<file path="src/hdl/kle_pkg.sv">
// ----------------------------------------------------------------------------
// kle_pkg
// Shared constants, types and command/status bundles for the keystroke line
// editor (gap buffer held in two stacks).
// ----------------------------------------------------------------------------
package kle_pkg;

    localparam int LINE_CAPACITY = 64;
    localparam int CNT_W         = $clog2(LINE_CAPACITY + 1);
    localparam int ADDR_W        = $clog2(LINE_CAPACITY);
    localparam int CHAR_W        = 8;

    localparam logic [CHAR_W-1:0] KEY_BACKSPACE = 8'd45;
    localparam logic [CHAR_W-1:0] KEY_LEFT      = 8'd60;
    localparam logic [CHAR_W-1:0] KEY_RIGHT     = 8'd62;

    localparam logic OP_KEY = 1'b0;
    localparam logic OP_EOL = 1'b1;

    typedef enum logic [2:0] {
        ST_IDLE,
        ST_MOVE_L,
        ST_MOVE_R,
        ST_FL_READ,
        ST_FL_EMIT,
        ST_FL_EMPTY
    } state_t;

    // Controller -> datapath
    typedef struct packed {
        logic push;        // insert key at cursor
        logic pop;         // backspace
        logic ovf_set;     // insert dropped, line full
        logic mvl_rd;      // cursor left: read top of left stack
        logic mvl_wr;      // cursor left: push read word onto right stack
        logic mvr_rd;      // cursor right: read top of right stack
        logic mvr_wr;      // cursor right: push read word onto left stack
        logic fl_start;    // flush: reset character index
        logic fl_read;     // flush: read character at index
        logic emit_char;   // flush: load output register with read character
        logic emit_empty;  // flush: load output register with empty marker
        logic clear;       // flush done: clear counts and overflow flag
    } kle_cmd_t;

    // Datapath -> controller
    typedef struct packed {
        logic is_eol;
        logic is_bs;
        logic is_left;
        logic is_right;
        logic has_left;
        logic has_right;
        logic left_room;
        logic right_room;
        logic full;
        logic line_empty;
        logic last;
        logic out_free;
    } kle_sts_t;

endpackage

</file>
<file path="src/hdl/kle_ram.sv">
// ----------------------------------------------------------------------------
// kle_ram
// Generic simple dual-port RAM: one write port, one read port, registered read.
// ----------------------------------------------------------------------------
module kle_ram #(
    parameter int WIDTH = 8,
    parameter int DEPTH = 64
) (
    input  logic                     clk,
    input  logic                     we,
    input  logic [$clog2(DEPTH)-1:0] waddr,
    input  logic [WIDTH-1:0]         wdata,
    input  logic                     re,
    input  logic [$clog2(DEPTH)-1:0] raddr,
    output logic [WIDTH-1:0]         rdata
);

    logic [WIDTH-1:0] mem [DEPTH];
    logic [WIDTH-1:0] rdata_reg;

    // Write port
    always_ff @(posedge clk)
    begin
        if (we)
        begin
            mem[waddr] <= wdata;
        end
    end

    // Registered read, hold when idle
    always_ff @(posedge clk)
    begin
        if (re)
        begin
            rdata_reg <= mem[raddr];
        end
    end

    assign rdata = rdata_reg;

endmodule

</file>
<file path="src/hdl/kle_datapath.sv">
// ----------------------------------------------------------------------------
// kle_datapath
// Two stacks (left of cursor, right of cursor), their counts, the overflow
// flag, the flush index and the output register.
// ----------------------------------------------------------------------------
module kle_datapath (
    input  logic                      clk,
    input  logic                      rst_n,
    input  kle_pkg::kle_cmd_t         cmd,
    output kle_pkg::kle_sts_t         sts,
    input  logic                      in_opcode,
    input  logic [kle_pkg::CHAR_W-1:0] in_key,
    input  logic                      out_ready,
    output logic                      out_valid,
    output logic [kle_pkg::CHAR_W-1:0] out_char,
    output logic                      out_last,
    output logic                      out_empty,
    output logic                      out_dropped
);

    localparam int CW = kle_pkg::CNT_W;
    localparam int AW = kle_pkg::ADDR_W;
    localparam int DW = kle_pkg::CHAR_W;

    logic [CW-1:0] lc_reg, lc_next;
    logic [CW-1:0] rc_reg, rc_next;
    logic          ovf_reg, ovf_next;
    logic [CW-1:0] k_reg, k_next;
    logic          sel_left_reg, sel_left_next;

    logic          out_valid_reg, out_valid_next;
    logic [DW-1:0] out_char_reg, out_char_next;
    logic          out_last_reg, out_last_next;
    logic          out_empty_reg, out_empty_next;
    logic          out_dropped_reg, out_dropped_next;

    logic [CW-1:0] total;
    logic [CW-1:0] lc_dec;
    logic [CW-1:0] rc_dec;
    logic [CW-1:0] r_flush_idx;

    logic          l_we, l_re, r_we, r_re;
    logic [AW-1:0] l_waddr, l_raddr, r_waddr, r_raddr;
    logic [DW-1:0] l_wdata, r_wdata, l_rdata, r_rdata;

    assign total       = lc_reg + rc_reg;
    assign lc_dec      = lc_reg - CW'(1);
    assign rc_dec      = rc_reg - CW'(1);
    assign r_flush_idx = total - k_reg - CW'(1);

    // Status toward the controller
    always_comb
    begin
        sts.is_eol     = (in_opcode == kle_pkg::OP_EOL);
        sts.is_bs      = (in_key == kle_pkg::KEY_BACKSPACE);
        sts.is_left    = (in_key == kle_pkg::KEY_LEFT);
        sts.is_right   = (in_key == kle_pkg::KEY_RIGHT);
        sts.has_left   = (lc_reg != '0);
        sts.has_right  = (rc_reg != '0);
        sts.left_room  = (lc_reg < CW'(kle_pkg::LINE_CAPACITY));
        sts.right_room = (rc_reg < CW'(kle_pkg::LINE_CAPACITY));
        sts.full       = (total == CW'(kle_pkg::LINE_CAPACITY));
        sts.line_empty = (total == '0);
        sts.last       = ((k_reg + CW'(1)) == total);
        sts.out_free   = !out_valid_reg || out_ready;
    end

    // Stack port steering
    always_comb
    begin
        l_we    = cmd.push || cmd.mvr_wr;
        l_waddr = lc_reg[AW-1:0];
        l_wdata = cmd.mvr_wr ? r_rdata : in_key;
        l_re    = cmd.mvl_rd || (cmd.fl_read && (k_reg < lc_reg));
        l_raddr = cmd.mvl_rd ? lc_dec[AW-1:0] : k_reg[AW-1:0];

        r_we    = cmd.mvl_wr;
        r_waddr = rc_reg[AW-1:0];
        r_wdata = l_rdata;
        r_re    = cmd.mvr_rd || (cmd.fl_read && (k_reg >= lc_reg));
        r_raddr = cmd.mvr_rd ? rc_dec[AW-1:0] : r_flush_idx[AW-1:0];
    end

    kle_ram #(
        .WIDTH (DW),
        .DEPTH (kle_pkg::LINE_CAPACITY)
    ) u_left_stack (
        .clk   (clk),
        .we    (l_we),
        .waddr (l_waddr),
        .wdata (l_wdata),
        .re    (l_re),
        .raddr (l_raddr),
        .rdata (l_rdata)
    );

    kle_ram #(
        .WIDTH (DW),
        .DEPTH (kle_pkg::LINE_CAPACITY)
    ) u_right_stack (
        .clk   (clk),
        .we    (r_we),
        .waddr (r_waddr),
        .wdata (r_wdata),
        .re    (r_re),
        .raddr (r_raddr),
        .rdata (r_rdata)
    );

    // Counts, overflow flag and flush index
    always_comb
    begin
        lc_next       = lc_reg;
        rc_next       = rc_reg;
        ovf_next      = ovf_reg;
        k_next        = k_reg;
        sel_left_next = sel_left_reg;

        if (cmd.push || cmd.mvr_wr)
        begin
            lc_next = lc_reg + CW'(1);
        end
        if (cmd.pop || cmd.mvl_wr)
        begin
            lc_next = lc_dec;
        end
        if (cmd.mvl_wr)
        begin
            rc_next = rc_reg + CW'(1);
        end
        if (cmd.mvr_wr)
        begin
            rc_next = rc_dec;
        end
        if (cmd.ovf_set)
        begin
            ovf_next = 1'b1;
        end
        if (cmd.fl_start)
        begin
            k_next = '0;
        end
        if (cmd.fl_read)
        begin
            sel_left_next = (k_reg < lc_reg);
        end
        if (cmd.emit_char)
        begin
            k_next = k_reg + CW'(1);
        end
        if (cmd.clear)
        begin
            lc_next  = '0;
            rc_next  = '0;
            ovf_next = 1'b0;
        end
    end

    // Output register
    always_comb
    begin
        out_valid_next   = out_valid_reg && !out_ready;
        out_char_next    = out_char_reg;
        out_last_next    = out_last_reg;
        out_empty_next   = out_empty_reg;
        out_dropped_next = out_dropped_reg;
        if (cmd.emit_char)
        begin
            out_valid_next   = 1'b1;
            out_char_next    = sel_left_reg ? l_rdata : r_rdata;
            out_last_next    = sts.last;
            out_empty_next   = 1'b0;
            out_dropped_next = ovf_reg;
        end
        else if (cmd.emit_empty)
        begin
            out_valid_next   = 1'b1;
            out_char_next    = '0;
            out_last_next    = 1'b1;
            out_empty_next   = 1'b1;
            out_dropped_next = ovf_reg;
        end
    end

    // Control registers
    always_ff @(posedge clk or negedge rst_n)
    begin
        if (!rst_n)
        begin
            lc_reg        <= '0;
            rc_reg        <= '0;
            ovf_reg       <= 1'b0;
            k_reg         <= '0;
            out_valid_reg <= 1'b0;
        end
        else
        begin
            lc_reg        <= lc_next;
            rc_reg        <= rc_next;
            ovf_reg       <= ovf_next;
            k_reg         <= k_next;
            out_valid_reg <= out_valid_next;
        end
    end

    // Payload registers
    always_ff @(posedge clk)
    begin
        sel_left_reg    <= sel_left_next;
        out_char_reg    <= out_char_next;
        out_last_reg    <= out_last_next;
        out_empty_reg   <= out_empty_next;
        out_dropped_reg <= out_dropped_next;
    end

    assign out_valid   = out_valid_reg;
    assign out_char    = out_char_reg;
    assign out_last    = out_last_reg;
    assign out_empty   = out_empty_reg;
    assign out_dropped = out_dropped_reg;

    // Line never grows past capacity
    a_capacity: assert property (@(posedge clk) disable iff (!rst_n)
        ({1'b0, lc_reg} + {1'b0, rc_reg}) <= (CW + 1)'(kle_pkg::LINE_CAPACITY))
        else $error("line length exceeds capacity");

    // A flush leaves an empty line and a cleared overflow flag
    a_clear: assert property (@(posedge clk) disable iff (!rst_n)
        cmd.clear |=> (lc_reg == '0) && (rc_reg == '0) && !ovf_reg)
        else $error("line not cleared after flush");

    // Never overwrite a word still waiting downstream
    a_no_overrun: assert property (@(posedge clk) disable iff (!rst_n)
        (cmd.emit_char || cmd.emit_empty) |-> (!out_valid_reg || out_ready))
        else $error("output register overwritten while stalled");

endmodule

</file>
<file path="src/hdl/kle_ctrl.sv">
// ----------------------------------------------------------------------------
// kle_ctrl
// Sequencer for keystroke edits, cursor moves and line flush.
// ----------------------------------------------------------------------------
module kle_ctrl (
    input  logic              clk,
    input  logic              rst_n,
    input  logic              in_valid,
    output logic              in_ready,
    input  kle_pkg::kle_sts_t sts,
    output kle_pkg::kle_cmd_t cmd
);

    kle_pkg::state_t state_reg, state_next;

    always_ff @(posedge clk or negedge rst_n)
    begin
        if (!rst_n)
        begin
            state_reg <= kle_pkg::ST_IDLE;
        end
        else
        begin
            state_reg <= state_next;
        end
    end

    // Next state
    always_comb
    begin
        state_next = state_reg;
        unique case (state_reg)
            kle_pkg::ST_IDLE:
            begin
                if (in_valid)
                begin
                    priority if (sts.is_eol)
                    begin
                        state_next = sts.line_empty ? kle_pkg::ST_FL_EMPTY
                                                    : kle_pkg::ST_FL_READ;
                    end
                    else if (sts.is_left && sts.has_left && sts.right_room)
                    begin
                        state_next = kle_pkg::ST_MOVE_L;
                    end
                    else if (sts.is_right && sts.has_right && sts.left_room)
                    begin
                        state_next = kle_pkg::ST_MOVE_R;
                    end
                    else
                    begin
                        state_next = kle_pkg::ST_IDLE;
                    end
                end
            end
            kle_pkg::ST_MOVE_L,
            kle_pkg::ST_MOVE_R:
            begin
                state_next = kle_pkg::ST_IDLE;
            end
            kle_pkg::ST_FL_READ:
            begin
                state_next = kle_pkg::ST_FL_EMIT;
            end
            kle_pkg::ST_FL_EMIT:
            begin
                if (sts.out_free)
                begin
                    state_next = sts.last ? kle_pkg::ST_IDLE : kle_pkg::ST_FL_READ;
                end
            end
            kle_pkg::ST_FL_EMPTY:
            begin
                if (sts.out_free)
                begin
                    state_next = kle_pkg::ST_IDLE;
                end
            end
            default:
            begin
                state_next = kle_pkg::ST_IDLE;
            end
        endcase
    end

    // Outputs
    always_comb
    begin
        cmd      = '0;
        in_ready = 1'b0;
        unique case (state_reg)
            kle_pkg::ST_IDLE:
            begin
                in_ready = 1'b1;
                if (in_valid)
                begin
                    priority if (sts.is_eol)
                    begin
                        cmd.fl_start = 1'b1;
                    end
                    else if (sts.is_bs)
                    begin
                        cmd.pop = sts.has_left;
                    end
                    else if (sts.is_left)
                    begin
                        cmd.mvl_rd = sts.has_left && sts.right_room;
                    end
                    else if (sts.is_right)
                    begin
                        cmd.mvr_rd = sts.has_right && sts.left_room;
                    end
                    else
                    begin
                        cmd.push    = !sts.full;
                        cmd.ovf_set = sts.full;
                    end
                end
            end
            kle_pkg::ST_MOVE_L:
            begin
                cmd.mvl_wr = 1'b1;
            end
            kle_pkg::ST_MOVE_R:
            begin
                cmd.mvr_wr = 1'b1;
            end
            kle_pkg::ST_FL_READ:
            begin
                cmd.fl_read = 1'b1;
            end
            kle_pkg::ST_FL_EMIT:
            begin
                cmd.emit_char = sts.out_free;
                cmd.clear     = sts.out_free && sts.last;
            end
            kle_pkg::ST_FL_EMPTY:
            begin
                cmd.emit_empty = sts.out_free;
                cmd.clear      = sts.out_free;
            end
            default:
            begin
                cmd = '0;
            end
        endcase
    end

    // A cursor move always follows an accepted word
    a_move_origin: assert property (@(posedge clk) disable iff (!rst_n)
        (state_reg == kle_pkg::ST_MOVE_L || state_reg == kle_pkg::ST_MOVE_R)
        |-> $past(state_reg) == kle_pkg::ST_IDLE)
        else $error("cursor move entered without an accepted word");

endmodule

</file>
<file path="src/hdl/keystroke_line_editor.sv">
// Edits: an edit key is written as it is accepted; a cursor move reads the top of one stack,
//   then pushes that word onto the other. Flush: per character a registered stack read, then
//   an output load, plus any downstream stall; an empty line loads a single empty marker.
//   Input is held off during a cursor move and during a flush. Reset (rst_n low, async)
//   empties the line; stacks are not cleared.
// ----------------------------------------------------------------------------
// keystroke_line_editor
// Line editor on a gap buffer of two stacks, driven by keystroke bytes;
// an end-of-line word streams the line out and clears it.
// ----------------------------------------------------------------------------
module keystroke_line_editor (
    input  logic       clk,
    input  logic       rst_n,
    input  logic       s_tvalid,
    output logic       s_tready,
    input  logic [7:0] s_tdata,   // [7:0] key_code
    input  logic       s_tuser,   // [0] opcode
    output logic       m_tvalid,
    input  logic       m_tready,
    output logic [7:0] m_tdata,   // [7:0] text_char
    output logic       m_tlast,   // is_last
    output logic [1:0] m_tuser    // [0] is_empty, [1] dropped_insert
);

    kle_pkg::kle_cmd_t cmd;
    kle_pkg::kle_sts_t sts;
    logic              out_empty;
    logic              out_dropped;

    kle_ctrl u_ctrl (
        .clk      (clk),
        .rst_n    (rst_n),
        .in_valid (s_tvalid),
        .in_ready (s_tready),
        .sts      (sts),
        .cmd      (cmd)
    );

    kle_datapath u_datapath (
        .clk         (clk),
        .rst_n       (rst_n),
        .cmd         (cmd),
        .sts         (sts),
        .in_opcode   (s_tuser),
        .in_key      (s_tdata),
        .out_ready   (m_tready),
        .out_valid   (m_tvalid),
        .out_char    (m_tdata),
        .out_last    (m_tlast),
        .out_empty   (out_empty),
        .out_dropped (out_dropped)
    );

    assign m_tuser = {out_dropped, out_empty};

endmodule
</file>
<file path="config.mk">
export PLATFORM = sky130hd
export DESIGN_NAME = keystroke_line_editor
export DESIGN_NICKNAME = d
export VERILOG_FILES = /design/src/hdl/kle_pkg.sv /design/src/hdl/kle_ram.sv /design/src/hdl/kle_datapath.sv /design/src/hdl/kle_ctrl.sv /design/src/hdl/keystroke_line_editor.sv
export SDC_FILE = /design/constraint.sdc
export NUM_CORES = 1
export LEC_CHECK = 0
export BUFFER_PORTS_ARGS = -buffer_cell sky130_fd_sc_hd__buf_2
export CAP_MARGIN = 20
export CELL_PAD_IN_SITES_DETAIL_PLACEMENT = 1
export CELL_PAD_IN_SITES_GLOBAL_PLACEMENT = 2
export CORE_ASPECT_RATIO = 2
export CORE_UTILIZATION = 54
export CTS_CLUSTER_SIZE = 10
export DETAILED_ROUTE_END_ITERATION = 16
export PLACE_DENSITY = 0.95
export SETUP_SLACK_MARGIN = 0.1
export SKIP_LAST_GASP = 1
export SLEW_MARGIN = 10
export SYNTH_ARGS = -nofsm -noshare
export SYNTH_HDL_FRONTEND = slang
export SYNTH_HIERARCHICAL = 1
export SYNTH_SLANG_ARGS = --single-unit
</file>
<file path="constraint.sdc">
create_clock -name clk -period 9.85 [get_ports clk]
set_clock_uncertainty 0.15 [all_clocks]
set_input_delay 0.985 -clock clk [delete_from_list [all_inputs] [get_ports clk]]
set_output_delay 0.985 -clock clk [all_outputs]
set_load 0.05 [all_outputs]
</file>
==> results_dict.tcl, run 1 <==
set metrics [dict create \
    crit_path_cell_trace "ha_1 -> fa_1 -> inv_1 -> fa_1 -> mux2i_4 -> buf_4 -> mux4_2 -> mux2_2 -> a221oi_1 -> o2bb2ai_1" \
    ys_types 75 \
    dp.final_hpwl_um 76960 \
    routed_wirelength_um 124100 \
    die_h_um 404.9 \
    h-tree-depth 3 \
    dp_cells 3251 \
    synth_cells 2260 \
    synth_area_per_cell_um2 19.39 \
    initial_core_util_pct 54.53 \
    via_per_inst 6.879 \
    start_kind "flop" \
    cts_tree "built" \
    antenna_found_initial 1 \
    r2r_end "u_datapath/u_right_stack/rdata[2]" \
    post_cts_buffers 0 \
    synth_top_area_cell "edfxtp_1" \
    nNetsFinal 2372 \
    status "complete, no violations" \
    tightest_slew_ns 1.272 \
    crit_top_cell "fa_1" \
    syn_nets 2300 \
    synth_area_leaders "edfxtp_1 72%, mux4_2 13%, nor2_1 1.9%, dfrtp_1 1.5%, mux2i_1 1.3%" \
    final_cells 3418 \
    postCtsResizedCells 0 \
    cap_violations 0 \
    io_buffers 25 \
    synthFlopType "edfxtp_1" \
    fmax_mhz 149.8 \
    seq_area_mm2 0.03223 \
    avgRoutedWirePerCell_um 36.30 \
    cts_made_buffers 118 \
    min_period_over_period_pct 67.77 \
    overflow 0 \
    firstDrtPassIters 8 \
    grt_pass1_wl_um 179000 \
    clockBufferDepth 3 \
    yosysTopAreaCellShare_pct 72.00 \
    track_usage_pct 31.13 \
    io_pins 26 \
    gp_congestion 0.8697 \
    clk_latency_ns 0.75 \
    drive_gt1_share_pct 21.62 \
    synth_seq_cells 1078 \
    r2r_cells 10 \
    area_growth_pct 10.23 \
    die_area_mm2 0.08238 \
    worstPathRequired_ns 10.14 \
    num_rows 147 \
    root_buffer "clkbuf_16" \
    grt_busiest_layer "met2" \
    grt_setup_unrepaired "false" \
    grtUsageMet2_pct 56.09 \
    ff2ff_setup_slack_ns 3.17 \
    ys_warn_count 6 \
    path_class "flop to flop" \
    met3_usage_pct 4.818 \
    nFillCells 6675 \
    slew_viol_final 0 \
    reg2reg_from "u_datapath/lc_reg[0]" \
    clkTransAtPathRegs_ns 0.06 \
    finalHoldViolCount 0 \
    vias 23510 \
    cts_hold_buf 0 \
    final_core_util_pct 60.11 \
    whs_ns 0.1446 \
    yosys-top-cells-count "1051 x edfxtp_1, 252 x mux4_2, 221 x nor2_1" \
    grt_max_degree 116 \
    tns_ns 0 \
    grt_pass1_vias 25440 \
    slowest_delay_ns 1.06 \
    synth_edf_count 1051 \
    hold_path_class "input port to async pin" \
    multiInputGateArea_mm2 0.01090 \
    max_slew_margin_pct 15.23 \
    clock_sinks 1078 \
    largestRegisters "u_datapath/u_left_stack/mem x512, u_datapath/u_right_stack/mem x512" \
    synthMostInstantiatedCell "edfxtp_1" \
    cp_max_fo 40 \
    crit_slowest_cell "a221oi_1" \
    synth_area_mm2 0.04383 \
    die_w_um 203.5 \
    endpoint_kind "flop" \
    antenna_left 0 \
    synth-seq-area-share_pct 73.53 \
    async_reset_ff_share_pct 2.412 \
    core_area_mm2 0.08038 \
    route.detailed.drc 0 \
    grt_util_met1_pct 33.27 \
    drt_iter0_markers 2554 \
    cp_data_arrival_time_ns 6.96 \
    min_period_ns 6.676 \
    setup_viol 0 \
]
per-stage QoR:
step,area (um2),setup slack (ns)
2_1_floorplan,43830,5.526
6_report,48320,3.174
3_3_place_gp,45010,3.055
5_1_grt,48310,3.260
4_1_cts,48260,3.299
3_5_place_dp,45010,2.809
layout make-up:
cell class | instances | share of cell area, %
antenna | 2 | 0.01036
clock inverter | 9 | 0.3574
multi-input combinational | 1035 | 22.56
sequential | 1078 | 66.71
clock buffer | 152 | 6.376
inverter | 27 | 0.2098
timing repair buffer | 72 | 1.077
tap | 1043 | 2.701
critical path, delay by kind of cell, from the launching register on:
kind | cells | cell delay (ns)
buf+inv | 2 | 0.79
mux | 3 | 1.77
fa+ha+maj | 3 | 1.35
compound gates | 2 | 1.27
flops | 1 | 1.00
cell usage in the layout, fill, tap and decap left out, types with 14 or more instances in the layout:
cell type  instances
edfxtp_1        1051
mux4_2           252
nor2_1           221
clkbuf_16        118
nand2_1           60
mux2i_1           55
buf_4             41
nand3_1           38
clkbuf_1          34
mux2_2            34
nor2b_1           32
xnor2_1           29
buf_2             26
inv_1             26
dfrtp_1           26
nor3_1            25
ha_1              25
o22ai_1           22
nand2b_1          18
o21ai_0           16
o221ai_1          16
a21oi_1           14
cells by family (layout without fill, tap and decap cells):
kind of cell,Yosys count,in the layout,synth area share (%)
xor+xnor,39,39,0.8763
mux,343,343,15.13
other cells,0,2,0
buf+inv,147,260,1.875
flops,1078,1078,73.53
compound gates,169,169,2.849
fa+ha+maj,27,27,0.8050
simple gates,457,457,4.933
worst max-delay path by stage:
stage          slack [ns]            startpoint                                end
2_1_floorplan        5.53            s_tdata[6]   u_datapath/u_left_stack/rdata[3]
3_3_place_gp         3.06            s_tdata[6]  u_datapath/u_right_stack/rdata[1]
3_5_place_dp         2.81            s_tdata[6]  u_datapath/u_right_stack/rdata[1]
4_1_cts              3.30  u_datapath/lc_reg[0]  u_datapath/u_right_stack/rdata[2]
5_1_grt              3.26  u_datapath/lc_reg[0]  u_datapath/u_right_stack/rdata[2]
6_report             3.17  u_datapath/lc_reg[0]  u_datapath/u_right_stack/rdata[2]
metal layers:
metal  routed length (um)  vias to the layer above
met3                 8476                      483
met4                 9824                        2
li1                     -                     9290
met2                67010                     1457
met1                38760                    12280
met5                   13                        -
Power of run 1 is left out: the tool's default activity adds up to more than one toggle a clock period on the data nets, which glitch-free logic cannot reach.
==> inputs of run 2 (changes only) <==
--- a/config.mk
+++ b/config.mk
@@ -5,15 +5,16 @@
 export SDC_FILE = /design/constraint.sdc
 export NUM_CORES = 1
 export LEC_CHECK = 0
+export ABC_AREA = 1
 export BUFFER_PORTS_ARGS = -buffer_cell sky130_fd_sc_hd__buf_2
 export CAP_MARGIN = 20
 export CELL_PAD_IN_SITES_DETAIL_PLACEMENT = 1
 export CELL_PAD_IN_SITES_GLOBAL_PLACEMENT = 2
 export CORE_ASPECT_RATIO = 2
-export CORE_UTILIZATION = 54
+export CORE_UTILIZATION = 39
 export CTS_CLUSTER_SIZE = 10
 export DETAILED_ROUTE_END_ITERATION = 16
-export PLACE_DENSITY = 0.95
+export PLACE_DENSITY = 0.87
 export SETUP_SLACK_MARGIN = 0.1
 export SKIP_LAST_GASP = 1
 export SLEW_MARGIN = 10
==> constraint.sdc (replaced) <==
create_clock -name clk -period 5.6 [get_ports clk]
set_clock_uncertainty 0.15 [all_clocks]
set_input_delay 0.56 -clock clk [delete_from_list [all_inputs] [get_ports clk]]
set_output_delay 0.56 -clock clk [all_outputs]
set_load 0.05 [all_outputs]
==> results_dict.tcl, run 2 <==
set metrics [dict create \
    status "complete, no violations" \
    hold_path_class "input port to flop" \
    yosysTopAreaCellShare_pct 68.20 \
    clkTransAtPathRegs_ns 0.06 \
    hold_path_depth 3 \
    most-common-layout-cells "1426 x nand2_1, 1051 x edfxtp_1, 919 x nand3_1" \
    tns_ns 0 \
    routed_wirelength_um 145300 \
    tightest_slew_ns 1.123 \
    root_buffer "clkbuf_16" \
    final_common_cell "nand2_1" \
    h-tree-depth 3 \
    area_growth_pct 11.20 \
    die_h_um 489.2 \
    gp_congestion 0.9200 \
    synth_area_mm2 0.04628 \
    max_slew_margin_pct 25.13 \
    clk_latency_ns 0.75 \
    vias 32000 \
    synth-seq-area-share_pct 69.65 \
    dp.final_hpwl_um 95290 \
    synth_area_leaders "edfxtp_1 68%, nand2_1 12%, nand3_1 9.9%, buf_6 1.8%, dfrtp_1 1.4%" \
    cp_max_fo 156 \
    yosys-top-cells-count "1430 x nand2_1, 1051 x edfxtp_1, 919 x nand3_1" \
    antenna_found_initial 5 \
    ff2ff_setup_slack_ns 0.80 \
    postCtsResizedCells 0 \
    route.detailed.drc 0 \
    drive_gt1_share_pct 8.176 \
    synth_edf_count 1051 \
    synth_top_area_cell "edfxtp_1" \
    cap_violations 0 \
    grt_pass1_wl_um 214400 \
    clockBufferDepth 3 \
    fmax_mhz 208.2 \
    finalHoldViolCount 0 \
    synth_area_per_cell_um2 11.22 \
    endpoint_kind "flop" \
    min_period_ns 4.804 \
    syn_nets 4165 \
    clock_sinks 1078 \
    synth_seq_cells 1078 \
    min_period_over_period_pct 85.78 \
    worstPathRequired_ns 6.06 \
    start_kind "flop" \
    ys_types 44 \
    fin_area_mm2 0.05146 \
    grt_pass1_vias 34110 \
    cts_tree "built" \
    die_w_um 245.6 \
    ys_warn_count 6 \
    synth_cells 4125 \
    async_reset_ff_share_pct 2.412 \
    grt_setup_unrepaired "false" \
    overflow 0 \
    firstDrtPassIters 5 \
    nNetsFinal 4225 \
    r2r_cells 16 \
    avgRoutedWirePerCell_um 25.16 \
    setup_viol 0 \
    cts_made_buffers 118 \
    worstHoldEndpoint "u_ctrl/state_reg[1]" \
    r2r_end "u_datapath/u_left_stack/rdata[2]" \
    track_usage_pct 24.36 \
    die_area_mm2 0.1201 \
    num_rows 178 \
    drt_iter0_markers 2019 \
    nFillCells 12600 \
    cp_data_arrival_time_ns 5.27 \
    largestRegisters "u_datapath/u_left_stack/mem x512, u_datapath/u_right_stack/mem x512" \
    grt_max_degree 157 \
    reg2reg_from "u_datapath/lc_reg[1]" \
    synthFlopType "edfxtp_1" \
    antenna_left 0 \
    io_buffers 25 \
    core_area_mm2 0.1176 \
    synthMostInstantiatedCell "nand2_1" \
    initial_core_util_pct 39.35 \
    slew_viol_final 0 \
    path_class "flop to flop" \
    hold_path.startpoint "s_tvalid" \
    place_area_mm2 0.04814 \
    via_per_inst 5.541 \
    io_pins 26 \
]
## run 2: cell types whose count changed after synthesis, sizes merged, moves of 55 or more
cell / before / now
mux4: 252 / 0
nand2: 60 / 1433
inv: 26 / 103
buf: 73 / 203
nand3: 38 / 921
mux2i: 56 / 1
## run 2: per-layer routing
layer / up-vias / GRT usage (%) / share of wire [%]
met5: - / 0 / 0.018
met4: 4 / 19.75 / 8.9
met2: 997 / 46.02 / 55
met1: 16060 / 22.82 / 32
met3: 468 / 3.686 / 4.7
li1: 14470 / - / -
## run 2: kinds of logic (layout without fill, tap and decap cells)
family          after synthesis  count (layout)  share of synthesized area (%)
simple gates               2588            2588                          23.90
mux                           1               1                        0.02163
flops                      1078            1078                          69.65
buf+inv                     342             461                          4.526
fa+ha+maj                    27              27                         0.7624
xor+xnor                     15              15                         0.2839
compound gates               74              74                         0.8598
other cells                   0               1                              0
## run 2: worst max path at each step
stage / cells after the start / start / slack, ns / end
2_1_floorplan: 5 / u_ctrl/state_reg[1] / 1.28 / u_datapath/u_left_stack/mem[0][4]
3_3_place_gp: 19 / s_tdata[6] / 0.54 / u_datapath/u_left_stack/rdata[3]
3_5_place_dp: 19 / s_tdata[6] / 0.63 / u_datapath/u_left_stack/rdata[3]
4_1_cts: 18 / u_datapath/lc_reg[1] / 0.86 / u_datapath/u_left_stack/rdata[3]
5_1_grt: 18 / u_datapath/lc_reg[1] / 0.56 / u_datapath/u_left_stack/rdata[3]
6_report: 16 / u_datapath/lc_reg[1] / 0.80 / u_datapath/u_left_stack/rdata[2]
## run 2: area by class of cell
cell class / instances / area, um2 / area share [%]
clock inverters: 8 / 107.6 / 0.2091
multi-input cells: 2705 / 12120 / 23.55
diodes: 1 / 2.502 / 0.004863
well taps: 1530 / 1914 / 3.720
flip-flops and latches: 1078 / 32230 / 62.63
inverters: 104 / 406.6 / 0.7902
clock buffers: 171 / 3173 / 6.166
repair buffers: 178 / 1509 / 2.932
## run 2: repair_timing
action | CTS | global route
setup buffers | 0 | 0
setup endpoints to repair | 0 | 0
hold buffers | 1 | 0
endpoints found under the hold margin | 26 | 0
## run 2: critical path: stages, from the launching register on
cell and delay [ns]:
dfrtp_1 0.67, inv_1 0.25, ha_1 0.25, nand3_1 0.18, nand3_1 0.26, nor2_1 0.33, inv_1 0.32, o21ai_4 0.36
buf_12 0.37, nand2_1 0.14, nand3_1 0.23, nand3_1 0.27, nand2_1 0.15, nand2_1 0.07, nand3_1 0.11, nand3_1 0.09
nand2_1 0.09
## run 2: per-stage QoR
| step | utilization (%) | worst slack, ns | hold slack [ns] | std cells |
|---|---|---|---|---|
| final | 43.76 | 0.7962 | 0.08740 | 5775 |
| after global routing | 43.76 | 0.5598 | 0.07795 | 5775 |
| after CTS | 43.74 | 0.8610 | 0.03943 | 5773 |
| after detailed placement | 40.94 | 0.6265 | 0.2902 | 5593 |
| after global placement | 40.94 | 0.5393 | 0.2865 | 5593 |
| after floorplan | - | 1.279 | 0.1144 | 4125 |
Power of run 2 is left out for the same reason.
